## config.mk

```make
export PLATFORM = sky130hd
export DESIGN_NAME = rgb_to_hsl_fixed_flat
export DESIGN_NICKNAME = d
export VERILOG_FILES = /design/src/rtl/rgbhsl_pkg.sv /design/src/rtl/rgbhsl_in_if.sv /design/src/rtl/rgbhsl_out_if.sv /design/src/rtl/rgbhsl_front.sv /design/src/rtl/rgbhsl_div_stage.sv /design/src/rtl/rgbhsl_back.sv /design/src/rtl/rgb_to_hsl_fixed.sv /design/src/flat_wrapper.sv
export SDC_FILE = /design/constraint.sdc
export NUM_CORES = 1
export LEC_CHECK = 0
export ABC_AREA = 0
export BUFFER_PORTS_ARGS = -buffer_cell sky130_fd_sc_hd__buf_2
export CAP_MARGIN = 0
export CORE_MARGIN = 3
export CORE_UTILIZATION = 50
export CTS_CLUSTER_SIZE = 25
export DETAILED_ROUTE_END_ITERATION = 7
export PLACE_DENSITY = 0.66
export SYNTH_ARGS = -nofsm -noshare
export SYNTH_HDL_FRONTEND = slang
export SYNTH_SLANG_ARGS = --single-unit
```

## constraint.sdc

```tcl
create_clock -name clk -period 24.3 [get_ports clk]
set_clock_uncertainty 0.1 [all_clocks]
set_input_delay 4.86 -clock clk [delete_from_list [all_inputs] [get_ports clk]]
set_output_delay 4.86 -clock clk [all_outputs]
set_load 0.01 [all_outputs]
```

## src/rtl/rgbhsl_pkg.sv

```systemverilog
`timescale 1ns / 1ps
package rgbhsl_pkg;

  localparam int ChanW    = 8;
  localparam int SumW     = ChanW + 1;
  localparam int DivW     = 10;
  localparam int RemW     = 11;
  localparam int QuoW     = 18;
  localparam int DivSteps = 3;
  localparam int DivStgs  = QuoW / DivSteps;

  localparam logic [DivW-1:0] FracTwo  = 10'd512;
  localparam logic [SumW-1:0] FracHalf = 9'd256;
  localparam logic [9:0]      Deg360   = 10'd360;
  localparam logic [9:0]      Deg300   = 10'd300;
  localparam logic [9:0]      Deg180   = 10'd180;
  localparam logic [9:0]      Deg60    = 10'd60;
  localparam logic [6:0]      Pct100   = 7'd100;
  localparam logic [5:0]      Mul60    = 6'd60;

  // hue sector: base angle and sign of the ratio term
  typedef enum logic [2:0] {
    H_300P,
    H_60M,
    H_60P,
    H_180M,
    H_180P,
    H_300M
  } hsel_t;

  typedef struct packed {
    logic [RemW-1:0] rem;
    logic [QuoW-1:0] q;
  } dstate_t;

  typedef struct packed {
    dstate_t         sat;
    dstate_t         hue;
    logic [DivW-1:0] sat_d;
    logic [DivW-1:0] hue_d;
    hsel_t           sel;
    logic            gray;
    logic [6:0]      light;
  } stg_t;

  // one restoring step: compare, subtract, shift
  function automatic dstate_t div_step(dstate_t s, logic [DivW-1:0] d);
    dstate_t         o;
    logic            bit_q;
    logic [RemW-1:0] diff;
    bit_q = (s.rem >= {1'b0, d});
    diff  = bit_q ? (s.rem - {1'b0, d}) : s.rem;
    o.rem = {diff[RemW-2:0], 1'b0};
    o.q   = {s.q[QuoW-2:0], bit_q};
    return o;
  endfunction

endpackage

```

## src/rtl/rgbhsl_in_if.sv

```systemverilog
`timescale 1ns / 1ps
interface rgbhsl_in_if;
  logic                            valid;
  logic                            ready;
  logic [rgbhsl_pkg::ChanW-1:0]    red_in;
  logic [rgbhsl_pkg::ChanW-1:0]    green_in;
  logic [rgbhsl_pkg::ChanW-1:0]    blue_in;

  modport source(output valid, output red_in, output green_in, output blue_in, input ready);
  modport sink(input valid, input red_in, input green_in, input blue_in, output ready);
endinterface

```

## src/rtl/rgbhsl_out_if.sv

```systemverilog
`timescale 1ns / 1ps
interface rgbhsl_out_if;
  logic       valid;
  logic       ready;
  logic [8:0] hue_out;
  logic [6:0] sat_out;
  logic [6:0] light_out;

  modport source(output valid, output hue_out, output sat_out, output light_out, input ready);
  modport sink(input valid, input hue_out, input sat_out, input light_out, output ready);
endinterface

```

## src/rtl/rgbhsl_front.sv

```systemverilog
`timescale 1ns / 1ps
module rgbhsl_front (
  input  logic                         clk,
  input  logic                         rst_n,
  input  logic                         valid_in,
  input  logic [rgbhsl_pkg::ChanW-1:0] red,
  input  logic [rgbhsl_pkg::ChanW-1:0] green,
  input  logic [rgbhsl_pkg::ChanW-1:0] blue,
  input  logic                         en_next,
  output logic                         en,
  output logic                         valid_r,
  output rgbhsl_pkg::stg_t             data_r
);
  logic [rgbhsl_pkg::ChanW-1:0] hi, lo, num;
  logic [rgbhsl_pkg::SumW-1:0]  sum;
  logic [15:0]                  lmul;
  rgbhsl_pkg::stg_t             data_nxt;

  assign en = !valid_r || en_next;

  always_comb begin
    hi = (red > green) ? red : green;
    hi = (hi > blue) ? hi : blue;
    lo = (red < green) ? red : green;
    lo = (lo < blue) ? lo : blue;
    sum = {1'b0, hi} + {1'b0, lo};
    lmul = {7'd0, sum} * {9'd0, rgbhsl_pkg::Pct100};

    if (red == hi) begin
      data_nxt.sel = (green == lo) ? rgbhsl_pkg::H_300P : rgbhsl_pkg::H_60M;
      num = (green == lo) ? (hi - blue) : (hi - green);
    end else if (green == hi) begin
      data_nxt.sel = (blue == lo) ? rgbhsl_pkg::H_60P : rgbhsl_pkg::H_180M;
      num = (blue == lo) ? (hi - red) : (hi - blue);
    end else begin
      data_nxt.sel = (red == lo) ? rgbhsl_pkg::H_180P : rgbhsl_pkg::H_300M;
      num = (red == lo) ? (hi - green) : (hi - red);
    end

    data_nxt.gray  = (sum == '0) || (hi == lo);
    data_nxt.light = lmul[15:9];
    data_nxt.sat_d = (sum < rgbhsl_pkg::FracHalf) ? {1'b0, sum}
                                                  : (rgbhsl_pkg::FracTwo - {1'b0, sum});
    data_nxt.hue_d = {2'd0, hi - lo};
    data_nxt.sat.rem = {3'd0, hi - lo};
    data_nxt.sat.q   = '0;
    data_nxt.hue.rem = {3'd0, num};
    data_nxt.hue.q   = '0;
  end

  always_ff @(posedge clk) begin
    if (!rst_n) begin
      valid_r <= 1'b0;
    end else if (en) begin
      valid_r <= valid_in;
    end
  end

  always_ff @(posedge clk) begin
    if (en) begin
      data_r <= data_nxt;
    end
  end
endmodule

```

## src/rtl/rgbhsl_div_stage.sv

```systemverilog
`timescale 1ns / 1ps
module rgbhsl_div_stage (
  input  logic             clk,
  input  logic             rst_n,
  input  logic             valid_in,
  input  rgbhsl_pkg::stg_t data_in,
  input  logic             en_next,
  output logic             en,
  output logic             valid_r,
  output rgbhsl_pkg::stg_t data_r
);
  rgbhsl_pkg::stg_t data_nxt;

  assign en = !valid_r || en_next;

  always_comb begin
    data_nxt = data_in;
    for (int k = 0; k < rgbhsl_pkg::DivSteps; k++) begin
      data_nxt.sat = rgbhsl_pkg::div_step(data_nxt.sat, data_in.sat_d);
      data_nxt.hue = rgbhsl_pkg::div_step(data_nxt.hue, data_in.hue_d);
    end
  end

  always_ff @(posedge clk) begin
    if (!rst_n) begin
      valid_r <= 1'b0;
    end else if (en) begin
      valid_r <= valid_in;
    end
  end

  always_ff @(posedge clk) begin
    if (en) begin
      data_r <= data_nxt;
    end
  end
endmodule

```

## src/rtl/rgbhsl_back.sv

```systemverilog
`timescale 1ns / 1ps
module rgbhsl_back (
  input  logic             clk,
  input  logic             rst_n,
  input  logic             valid_in,
  input  rgbhsl_pkg::stg_t data_in,
  input  logic             out_ready,
  output logic             en,
  output logic             valid_r,
  output logic [8:0]       hue_r,
  output logic [6:0]       sat_r,
  output logic [6:0]       light_r
);
  logic [16:0] qs, qh;
  logic [23:0] smul;
  logic [22:0] hmul;
  logic [9:0]  ratio, deg;
  logic [8:0]  hue_nxt;
  logic [6:0]  sat_nxt;

  assign en = !valid_r || out_ready;

  always_comb begin
    // extra quotient bit at the bottom: drop it
    qs = data_in.sat.q[rgbhsl_pkg::QuoW-1:1];
    qh = data_in.hue.q[rgbhsl_pkg::QuoW-1:1];
    smul = qs * rgbhsl_pkg::Pct100;
    hmul = qh * rgbhsl_pkg::Mul60;
    ratio = {3'd0, hmul[22:16]};
    case (data_in.sel)
      rgbhsl_pkg::H_300P: deg = rgbhsl_pkg::Deg300 + ratio;
      rgbhsl_pkg::H_60M:  deg = rgbhsl_pkg::Deg60 - ratio;
      rgbhsl_pkg::H_60P:  deg = rgbhsl_pkg::Deg60 + ratio;
      rgbhsl_pkg::H_180M: deg = rgbhsl_pkg::Deg180 - ratio;
      rgbhsl_pkg::H_180P: deg = rgbhsl_pkg::Deg180 + ratio;
      rgbhsl_pkg::H_300M: deg = rgbhsl_pkg::Deg300 - ratio;
      default:            deg = '0;
    endcase
    if (deg >= rgbhsl_pkg::Deg360) begin
      deg = deg - rgbhsl_pkg::Deg360;
    end
    hue_nxt = data_in.gray ? 9'd0 : deg[8:0];
    sat_nxt = data_in.gray ? 7'd0 : smul[22:16];
  end

  always_ff @(posedge clk) begin
    if (!rst_n) begin
      valid_r <= 1'b0;
    end else if (en) begin
      valid_r <= valid_in;
    end
  end

  always_ff @(posedge clk) begin
    if (en) begin
      hue_r   <= hue_nxt;
      sat_r   <= sat_nxt;
      light_r <= data_in.light;
    end
  end
endmodule

```

## src/rtl/rgb_to_hsl_fixed.sv

```systemverilog
`timescale 1ns / 1ps
// Pipeline: front stage, six divider stages of three quotient bits each, then
// output stage.
// Throughput: one pixel per cycle; each stage holds only when the next is full.
// Reset: synchronous, active low; clears all valid bits, data is not reset.
module rgb_to_hsl_fixed (
  input  logic         clk,
  input  logic         rst_n,
  rgbhsl_in_if.sink    in_ch,
  rgbhsl_out_if.source out_ch
);
  logic             v   [0:rgbhsl_pkg::DivStgs];
  rgbhsl_pkg::stg_t d   [0:rgbhsl_pkg::DivStgs];
  logic             en  [0:rgbhsl_pkg::DivStgs+1];

  rgbhsl_front u_front (
    .clk      (clk),
    .rst_n    (rst_n),
    .valid_in (in_ch.valid),
    .red      (in_ch.red_in),
    .green    (in_ch.green_in),
    .blue     (in_ch.blue_in),
    .en_next  (en[1]),
    .en       (en[0]),
    .valid_r  (v[0]),
    .data_r   (d[0])
  );

  for (genvar i = 0; i < rgbhsl_pkg::DivStgs; i++) begin : g_div
    rgbhsl_div_stage u_stage (
      .clk      (clk),
      .rst_n    (rst_n),
      .valid_in (v[i]),
      .data_in  (d[i]),
      .en_next  (en[i+2]),
      .en       (en[i+1]),
      .valid_r  (v[i+1]),
      .data_r   (d[i+1])
    );
  end

  rgbhsl_back u_back (
    .clk       (clk),
    .rst_n     (rst_n),
    .valid_in  (v[rgbhsl_pkg::DivStgs]),
    .data_in   (d[rgbhsl_pkg::DivStgs]),
    .out_ready (out_ch.ready),
    .en        (en[rgbhsl_pkg::DivStgs+1]),
    .valid_r   (out_ch.valid),
    .hue_r     (out_ch.hue_out),
    .sat_r     (out_ch.sat_out),
    .light_r   (out_ch.light_out)
  );

  assign in_ch.ready = en[0];

`ifndef SYNTH
  a_hue_range: assert property (@(posedge clk) disable iff (!rst_n)
    out_ch.valid |-> out_ch.hue_out < 9'd360)
    else $error("hue out of range");
  a_sat_range: assert property (@(posedge clk) disable iff (!rst_n)
    out_ch.valid |-> out_ch.sat_out <= 7'd100)
    else $error("saturation out of range");
  a_light_range: assert property (@(posedge clk) disable iff (!rst_n)
    out_ch.valid |-> out_ch.light_out <= 7'd99)
    else $error("lightness out of range");
  a_reset_empty: assert property (@(posedge clk)
    !rst_n |=> !out_ch.valid)
    else $error("output valid right after reset");
`endif
endmodule

```

## src/flat_wrapper.sv

```systemverilog
// flat-port wrapper written by rule: the top's interface ports become plain ports
module rgb_to_hsl_fixed_flat 
  (clk, rst_n, in_ch_valid, in_ch_red_in, in_ch_green_in, in_ch_blue_in, in_ch_ready, out_ch_valid, out_ch_hue_out, out_ch_sat_out, out_ch_light_out, out_ch_ready);
  rgbhsl_in_if in_ch_i ();
  rgbhsl_out_if out_ch_i ();
  input  logic clk;
  input  logic rst_n;
  input wire logic [$bits(in_ch_i.valid)-1:0] in_ch_valid;
  input wire logic [$bits(in_ch_i.red_in)-1:0] in_ch_red_in;
  input wire logic [$bits(in_ch_i.green_in)-1:0] in_ch_green_in;
  input wire logic [$bits(in_ch_i.blue_in)-1:0] in_ch_blue_in;
  output wire logic [$bits(in_ch_i.ready)-1:0] in_ch_ready;
  output wire logic [$bits(out_ch_i.valid)-1:0] out_ch_valid;
  output wire logic [$bits(out_ch_i.hue_out)-1:0] out_ch_hue_out;
  output wire logic [$bits(out_ch_i.sat_out)-1:0] out_ch_sat_out;
  output wire logic [$bits(out_ch_i.light_out)-1:0] out_ch_light_out;
  input wire logic [$bits(out_ch_i.ready)-1:0] out_ch_ready;
  assign in_ch_i.valid = in_ch_valid;
  assign in_ch_i.red_in = in_ch_red_in;
  assign in_ch_i.green_in = in_ch_green_in;
  assign in_ch_i.blue_in = in_ch_blue_in;
  assign in_ch_ready = in_ch_i.ready;
  assign out_ch_valid = out_ch_i.valid;
  assign out_ch_hue_out = out_ch_i.hue_out;
  assign out_ch_sat_out = out_ch_i.sat_out;
  assign out_ch_light_out = out_ch_i.light_out;
  assign out_ch_i.ready = out_ch_ready;
  rgb_to_hsl_fixed u_core (.clk(clk), .rst_n(rst_n), .in_ch(in_ch_i), .out_ch(out_ch_i));
endmodule
```

==> results.md, run 1 <==
Logic synthesis:
- The synthesized design contains approximately 440 register bits.
- Counting every net in the synthesized netlist gives 4,209.
- For this run, the number of Yosys warnings is 0.
- The most used flip-flop cell after synthesis is edfxtp_1.
- The number of standard cells after synthesis is ~3,700.
- The number of synthesized flops with an enable pin is ~430.
- The cell area after synthesis is ~37,000 um^2.
- Of all flip-flops after synthesis, the portion carrying an async set or reset was 0.
- The share of the yosys chip area belonging to registers is 0.360.
- The number of distinct library cell variants in the gate-level netlist after synthesis is just over 100.
- Dividing the synthesized area by the synthesized cell count gives approximately 10 um^2.

CTS:
- Clock tree synthesis selected as its root buffer the cell clkbuf_16.
- CTS saw approximately 440 sinks.
- The number of buffers added by the clock tree synthesis step is 50.
- CTS built an H-tree with a depth of 2.
- After clock tree synthesis, the clock-pin slew on the worst setup and hold paths is approximately 0.060 ns.
- For this design, the CTS-stage hold fixing added 0 buffers.
- Buffers added to address setup during post-CTS repair amount to 0.
- The clock tree from TritonCTS is built.
- No sink is reached through more buffers than the 3 on the longest clock path.
- Once the clock tree was built, the resizer swapped 0 gates to a different size.
- The latest clock arrival within the worst-skew pair is 0.61 ns.

Hold path:
- The worst hold path begins at u_core.g_div[2].u_stage.data_r[60]$_DFFE_PP_.
- The path category of the worst min-delay check is register to register.

Layout:
- Excluding fillers, the count of instances in the completed layout stands at approximately 4,700.
- After the last flow step, the layout net total stands at approximately 4,300.
- The growth of design area from synthesis to finish is 8.27%.
- The proportion of layout cells with a drive suffix above 1 is 0.0969.
- The repair_antennas step left the layout with diodes totalling 0.

Placement:
- The final estimated routing congestion in global placement is approximately 0.92.
- The cell total after placement is 4,623.
- Summed over all nets, the half-perimeter wirelength after detailed placement is roughly 63,000 um.
- The port buffer count is 52.

Worst setup path:
- In this run the worst setup path begins at in_ch_green_in[1].
- Counting cells, the worst reg-to-reg path comes to 36.
- The endpoint of the worst-slack reg-to-reg timing path is u_core.g_div[0].u_stage.data_r[86]$_DFFE_PP_.
- The start-to-end type of the worst setup path is primary input to register.
- Data on the critical path arrives at its endpoint at between 10 and 15 ns.
- The worst setup path is captured at a register.
- The data required time of the worst path is between 20 and 25 ns.
- The buffering stage count on the worst path with inverters included is 4.
- In this design, the stage delay of the slowest critical-path cell is between 0.7 and 0.8 ns.
- The worst setup path is launched from a primary input.
- The worst register-to-register path has a setup slack of 14.90 ns.
- The startpoint of the worst-slack reg-to-reg timing path is u_core.u_front.data_r[11]$_DFFE_PP_.
- The slowest stage of the critical path belongs to the cell a22o_1.
- The most common cell type on the critical path is ha_1.
- The number of cells on the critical path is 31.
- The largest driver fanout on the critical path is 21.
- Broken down by cell family, the worst path's largest delay share belongs to compound AO/OA/AOI/OAI gates.
- The most critical setup path has its endpoint at u_core.u_front.data_r[6]$_DFFE_PP_.

Floorplanning:
- The core area is approximately 72,000 um^2.
- From left edge to right edge, the die measures between 200 and 300 um.
- The floorplan has between 90 and 100 rows.
- The die footprint is 76,500 um^2.
- The die span in y is between 200 and 300 um.
- The number of primary I/O pins is 53.
- The initial core utilization is 0.509.

Routing:
- The final routed DRC violation total is 0.
- For this block, wires on met1 add up to approximately 38,000 um.
- The final wirelength is around 79,000 um.
- The length of the first detailed-routing pass in iterations is 5.
- The routed length on met2 is ~37,000 um.
- The detailed router finished its first iteration with around 1,500 violations.
- The highest layer touched by signal routing is met4.
- The final route contains ~27,000 vias.
- Detailed routing placed a total of slightly above 3000 um of wire on met3.
- The detailed-route vias per instance is ~5.6.
- The post-route antenna net violation count is 0.
- The detailed-route wire length per cell is roughly 17 um.

Flow run:
- Max-cap violations in this run came to 0.

GRT:
- The first-pass GRT wire length is 130,000 um.
- For this run the aggregate overflow at the end of global routing stands at 0.
- The via count of the first global-routing pass was 25,700.
- Entering global routing, the biggest net connects 73 pins.
- The initial antenna violation count is 0.
- The total global routing track utilization is 0.203.

Outcome:
- The run finished with clean final reports.

STA:
- The total negative slack for setup checks is 0 ns.
- The final hold violation count was 0.
- The routed design could run at a clock period as short as around 13 ns.
- Setup repair after global routing left no endpoint under its margin.
- Measured against its own limit, the worst slew margin works out to 0.337.
- The transition time at the pin with the least slew margin is 0.990 ns.
- The final period utilization is 0.544.
- The number of pins exceeding their max-slew limit in the final report is 0.
- Static timing analysis puts the maximum clock frequency at roughly 76 MHz.
- The setup-violating endpoint count in the final report is 0.
[how the worst min path moves through the flow]
stage	endpoint	cells past startpoint
finish	u_core.g_div[3].u_stage.data_r[63]$_DFFE_PP_	0
global placement	u_core.g_div[4].u_stage.data_r[44]$_DFFE_PP_	0
floorplan	u_core.g_div[0].u_stage.data_r[0]$_DFFE_PP_	0
detailed placement	u_core.g_div[2].u_stage.data_r[39]$_DFFE_PP_	0
CTS	u_core.g_div[3].u_stage.data_r[63]$_DFFE_PP_	0
global route	u_core.g_div[2].u_stage.data_r[10]$_DFFE_PP_	0
[area by class of cell]
| cell class | count | area [um^2] |
|---|---|---|
| Fill cell | 6336 | 32300 |
| Multi-Input combinational cell | 2778 | 21800 |
| Sequential cell | 442 | 13200 |
| Inverter | 383 | 1440 |
| Clock buffer | 57 | 1300 |
| Tap cell | 950 | 1190 |
| Timing Repair Buffer | 70 | 395 |
| Clock inverter | 36 | 370 |
[cells in the final DEF (no fill, tap or decap), drive strengths merged, types with 28 or more instances in the layout]
cell | synthesis | final
ha | 460 | 460
edfxtp | 434 | 434
inv | 382 | 387
nor2 | 282 | 282
a21oi | 237 | 237
o21ai | 208 | 208
nand2 | 204 | 204
xnor2 | 162 | 162
mux2 | 160 | 160
a21o | 121 | 121
xor2 | 73 | 73
nor2b | 71 | 71
o21a | 71 | 71
buf | 13 | 70
fa | 63 | 63
nor3 | 60 | 60
clkbuf | 42 | 57
nand2b | 56 | 56
nand4 | 50 | 50
nand3 | 47 | 47
a21boi | 39 | 39
a211oi | 35 | 35
mux2i | 34 | 34
o21bai | 28 | 28
[worst register-to-register path, delay by kind of cell (launching register included)]
family                   cells  cell delay (ns)
AND/OR/NAND/NOR              5             0.75
adder cells (fa/ha/maj)      4             1.23
flip-flops                   1             0.36
multiplexers                 2             0.73
AO/OA/AOI/OAI               21             5.28
buffers and inverters        4             0.68
[kinds of logic (layout without fill, tap and decap cells)]
family / after synthesis / count (layout) / synth area share
compound gates: 920 / 920 / 0.165
xor+xnor: 237 / 237 / 0.0574
fa+ha+maj: 523 / 523 / 0.192
buf+inv: 438 / 546 / 0.0456
flops: 442 / 442 / 0.360
mux: 194 / 194 / 0.0588
simple gates: 904 / 904 / 0.122
[per-layer routing]
| metal | GRT usage | vias to the layer above |
|---|---|---|
| li1 | - | 13500 |
| met1 | 0.286 | 12600 |
| met2 | 0.340 | 431 |
| met3 | 0.0243 | 84 |
| met4 | 0.0357 | 0 |
| met5 | 0 | - |
[registers in the layout (all words and copies together) (netlist names)]
| name | cells |
|---|---|
| u_core.u_back.hue_r | 9 |
| u_core.g_div.u_stage.data_r | 375 |
| u_core.u_back.light_r | 7 |
| u_core.u_back.sat_r | 7 |
| u_core.u_front.valid_r | 1 |
| u_core.g_div.u_stage.valid_r | 6 |
| u_core.u_front.data_r | 36 |
| u_core.u_back.valid_r | 1 |
[through the flow]
| step | setup slack (ns) | cell area (um^2) | util | hold WS, ns |
|---|---|---|---|---|
| after floorplan | 11.41 | 36600 | - | 0.300 |
| after global placement | 10.75 | 38000 | 0.528 | 0.300 |
| after detailed placement | 10.52 | 38000 | 0.528 | 0.305 |
| after CTS | 11.15 | 39600 | 0.551 | 0.295 |
| after global routing | 10.55 | 39600 | 0.551 | 0.309 |
| final | 11.07 | 39600 | 0.551 | 0.303 |
[Yosys cell counts, drive strengths merged (7+ instances only)]
master	number	share of area
a211oi	35	0.0077
a21boi	39	0.0081
a21o	121	0.025
a21oi	237	0.032
a221o	7	0.0019
a221oi	17	0.0049
a22oi	11	0.0023
a31o	7	0.0017
a31oi	22	0.0038
and2	25	0.0043
and3	23	0.0039
and4	12	0.0029
buf	13	0.0020
clkbuf	42	0.0043
dfxtp	8	0.0044
edfxtp	434	0.36
fa	63	0.034
ha	460	0.16
inv	382	0.039
mux2	160	0.049
mux2i	34	0.0096
nand2	204	0.021
nand2b	56	0.0098
nand3	47	0.0066
nand4	50	0.0091
nor2	282	0.029
nor2b	71	0.012
nor3	60	0.0083
nor4	17	0.0033
o211ai	14	0.0029
o21a	71	0.015
o21ai	208	0.029
o21bai	28	0.0057
o22ai	10	0.0019
o31a	9	0.0022
o31ai	24	0.0051
or2	13	0.0022
or3	14	0.0024
xnor2	162	0.039
xor2	73	0.017
Power of run 1 is left out: the tool's default activity adds up to more than one toggle a clock period on the data nets, which glitch-free logic cannot reach.
==> run 2: changes to the inputs <==
--- a/config.mk
+++ b/config.mk
@@ -5,14 +5,14 @@
 export SDC_FILE = /design/constraint.sdc
 export NUM_CORES = 1
 export LEC_CHECK = 0
-export ABC_AREA = 0
+export ABC_AREA = 1
 export BUFFER_PORTS_ARGS = -buffer_cell sky130_fd_sc_hd__buf_2
 export CAP_MARGIN = 0
 export CORE_MARGIN = 3
 export CORE_UTILIZATION = 50
 export CTS_CLUSTER_SIZE = 25
 export DETAILED_ROUTE_END_ITERATION = 7
-export PLACE_DENSITY = 0.66
+export PLACE_DENSITY = 0.68
 export SYNTH_ARGS = -nofsm -noshare
 export SYNTH_HDL_FRONTEND = slang
 export SYNTH_SLANG_ARGS = --single-unit
==> constraint.sdc (replaced) <==
create_clock -name clk -period 11.5 [get_ports clk]
set_clock_uncertainty 0.1 [all_clocks]
set_input_delay 2.3 -clock clk [delete_from_list [all_inputs] [get_ports clk]]
set_output_delay 2.3 -clock clk [all_outputs]
set_load 0.01 [all_outputs]
==> results.md, run 2 <==
Placement:
- The final estimated routing congestion in global placement is about 0.9.
- The HPWL after detailed placement is roughly 62,000 um.
- Buffers placed on the I/O ports in this run total 52.

Routing:
- The detailed-route vias per instance is approximately 5.3.
- Once detail routing completed, the nets flagged for antenna violations numbered 0.
- The detailed router finished its first iteration with 1,397 violations.
- The final wirelength is just under 80,000 um.
- The via count is around 28,000.
- Dividing the detail-routed wire length by the instance count gives between 10 and 15 um.
- The final routed DRC violation total is 0.
- The length of the first detailed-routing pass in iterations is 8.

Layout:
- After filler insertion, the fill cell instance count of the layout stands at around 6,600.
- The top cell types in the final layout, fill and taps aside, are nand2_1, inv_1, ha_1.
- 0 antenna diodes ended up in the layout.
- The most common cell after layout, fill and taps aside is nand2_1.
- The largest registers in the layout are u_core.g_div.u_stage.data_r (375), u_core.u_front.data_r (36), u_core.u_back.hue_r (9).
- The share of the core filled with cells is 0.546.
- The area occupied by multi-input gates is 21,200 um^2.
- The register ranked first by flip-flop count is u_core.g_div.u_stage.data_r.
- The proportion of layout cells with a drive suffix above 1 is 0.0802.
- The number of flip-flops in the largest register is ~380.
- Registers take 13,200 um^2.
- The net count of the finished layout is just under 5,000.
- The growth of design area from synthesis to finish is 8.00%.

Worst setup path:
- The largest stage delay on the critical path is ~0.63 ns.
- The critical path endpoint is u_core.u_front.data_r[5]$_DFFE_PP_.
- Across all register-to-register paths, the minimum setup slack is 4.25 ns.
- The worst setup path is launched from a primary input.
- The critical path is of the primary input to register type.
- The startpoint of the worst-slack reg-to-reg timing path is u_core.u_front.data_r[11]$_DFFE_PP_.
- Measured in cells, the most critical reg-to-reg path has a length of 33.
- The kind of cell with the highest combined delay along the critical path is compound AO/OA/AOI/OAI gates.
- The critical path contains buffers and inverters numbering 6 combined.
- The launching instance or port of the critical path is in_ch_green_in[7].
- The category of the worst setup path capture point is a register.
- In this run the worst path has a maximum fanout of 16.
- At the worst endpoint, the arrival time is around 9.7 ns.
- The most common cell type on the critical path is ha_1.
- The cell with the largest stage delay on the worst path is o21ai_0.
- The worst register-to-register path ends at u_core.g_div[0].u_stage.data_r[81]$_DFFE_PP_.
- The data required time of the worst path is 11.74 ns.
- The number of cells on the critical path is 36.

GRT:
- The final global-route overflow total is 0.
- The via count of the first global-routing pass is 26,700.
- The first-pass GRT wire length is approximately 130,000 um.
- The initial antenna violation count is 1.
- In the global route stage, overall resource usage came out at 0.200.
- The maximum number of pins on one net before global-route repair is 68.

STA:
- The transition time at the pin with the least slew margin is between 0.8 and 0.9 ns.
- Setup repair after global routing left no endpoint under its margin.
- The final hold violation count came to 0.
- The number of pins exceeding their max-slew limit in the final report was 0.
- The final period utilization is 0.819.
- The remaining max-slew budget at the tightest pin is 0.411.
- Setup violations remaining at the end of the flow were counted as 0.
- Counting I/O delays and the setup requirement, the final critical path takes 9.42 ns.
- Static timing analysis puts the maximum clock frequency at approximately 110 MHz.

Floorplanning:
- Measured along the y axis, the die boundary spans 278 um.
- The x dimension of the die is around 280 um.
- The number of primary I/O pins is 53.
- The initial core utilization is 0.505.
- The die footprint is just under 80,000 um^2.
- The initialized floorplan defines 99 standard-cell rows.
- The core region is ~73,000 um^2.

Logic synthesis:
- Counting flops with a built-in enable in the synthesized netlist gives approximately 430.
- The most instantiated flip-flop cell in the synthesis netlist is edfxtp_1.
- After synthesis, the most frequently instantiated cells are nand2_1, inv_1, ha_1.
- Synthesis produced a netlist with a net count of between 4,000 and 5,000.
- The synthesized netlist occupies a cell area of between 30,000 and 40,000 um^2.
- In this run the mean area of a mapped cell was a little under 9 um^2.
- The proportion of synthesized flip-flops having asynchronous set or reset is 0.
- Of the total synthesized cell area, the portion taken by full adders, half adders and majority gates is 0.190.
- After synthesis, the share of cell area in mux cells is 0.000610.
- Of the total synthesized cell area, the portion taken by AND, OR, NAND and NOR gates is 0.186.
- The register bit count reported by yosys is roughly 440.
- The share of the yosys chip area belonging to registers is 0.357.
- The portion of synthesized cell area occupied by the leading cell type is 0.353.
- Of the total synthesized cell area, the portion taken by XOR and XNOR cells is 0.0680.
- edfxtp_1 takes more of the synthesized area than any other cell.
- Counting every instance in the synthesized netlist gives 4,250.
- During synthesis, Yosys emitted a total of 0 warnings.
- The number of different library cells used by synthesis comes to 78.
- By instance count, the leading cell after synthesis is nand2_1.
- By area, the combinational part of the netlist is dominated by adder cells.
- The synthesized-area fraction occupied by ao, oa, aoi and oai cells came to 0.126.
- After synthesis, the cell types taking the most area are edfxtp_1, ha_1, nand2_1, inv_1, xor2_1.

CTS:
- For this design, the sink count on the clock tree is approximately 440.
- Hold repair after CTS inserted 0 buffers.
- The number of setup buffers added after CTS is 0.
- The clock passes through at most 3 buffers.
- After clock tree synthesis, the repair step resized 0 gates.
- The clock tree from TritonCTS is built.
- The deepest level of the CTS H-tree is 2.
- The tree is rooted in a clkbuf_16.
- In this run, CTS created clock tree buffers numbering 49.
- The latest clock arrival within the worst-skew pair is approximately 0.59 ns.
- After clock tree synthesis, the clock-pin slew on the worst setup and hold paths is ~0.06 ns.

Outcome:
- The flow ran to the end, and the final reports show no timing, DRC or antenna violations.

Flow run:
- The max capacitance violation total is 0.

Hold path:
- In this run the worst hold path is classified as register to register.
[run 2: kinds of logic after synthesis]
logic type / Yosys count
and+or+nand+nor: 1540
buffers and inverters: 664
xor gates and xnor gates: 286
DFF: 442
adders and majority gates: 523
muxes: 2
AOI/OAI and AO/OA: 793
[run 2: area by class of cell]
class,instances,share of cell area
multi-input combinational,3144,0.530
clock buffer,54,0.0312
timing repair buffer,61,0.00822
tap,959,0.0301
sequential,442,0.331
clock inverter,34,0.0106
inverter,614,0.0587
[run 2: worst register-to-register path, delay by kind of cell (launching register included)]
kind            cells  cell delay [ns]
simple gates        8             1.53
fa+ha+maj           4             1.07
buf+inv             6             1.06
compound gates     15             2.87
flops               1             0.35
[run 2: through the flow]
stage	setup WS (ns)	hold WS [ns]	cell area, um^2	cells	TNS [ns]
3_3_place_gp	1.67	0.300	38200	5220	0
4_1_cts	2.15	0.298	39900	5308	0
2_1_floorplan	-0.132	0.300	37000	4250	-0.132
6_report	2.08	0.298	39900	5308	0
3_5_place_dp	1.54	0.305	38200	5220	0
5_1_grt	1.37	0.313	39900	5308	0
[run 2: worst min-delay path by stage]
stage | slack [ns] | cells after the start | from | end
after floorplan | 0.30 | 0 | u_core.u_front.data_r[0]$_DFFE_PP_ | u_core.g_div[0].u_stage.data_r[0]$_DFFE_PP_
after global placement | 0.30 | 0 | u_core.g_div[3].u_stage.data_r[66]$_DFFE_PP_ | u_core.g_div[4].u_stage.data_r[69]$_DFFE_PP_
after detailed placement | 0.30 | 0 | u_core.g_div[0].u_stage.data_r[62]$_DFFE_PP_ | u_core.g_div[1].u_stage.data_r[65]$_DFFE_PP_
after CTS | 0.30 | 0 | u_core.g_div[2].u_stage.data_r[61]$_DFFE_PP_ | u_core.g_div[3].u_stage.data_r[64]$_DFFE_PP_
after global routing | 0.31 | 0 | u_core.g_div[2].u_stage.data_r[61]$_DFFE_PP_ | u_core.g_div[3].u_stage.data_r[64]$_DFFE_PP_
final | 0.30 | 0 | u_core.g_div[2].u_stage.data_r[61]$_DFFE_PP_ | u_core.g_div[3].u_stage.data_r[64]$_DFFE_PP_
[run 2: metal layers]
layer  up-vias  part of all wire  track usage
li1      14600                 -            -
met1     12700              0.46        0.261
met2       432              0.47        0.345
met3       119             0.033       0.0226
met4         0             0.034       0.0677
met5         -                 0            0
Power of run 2 is left out for the same reason.
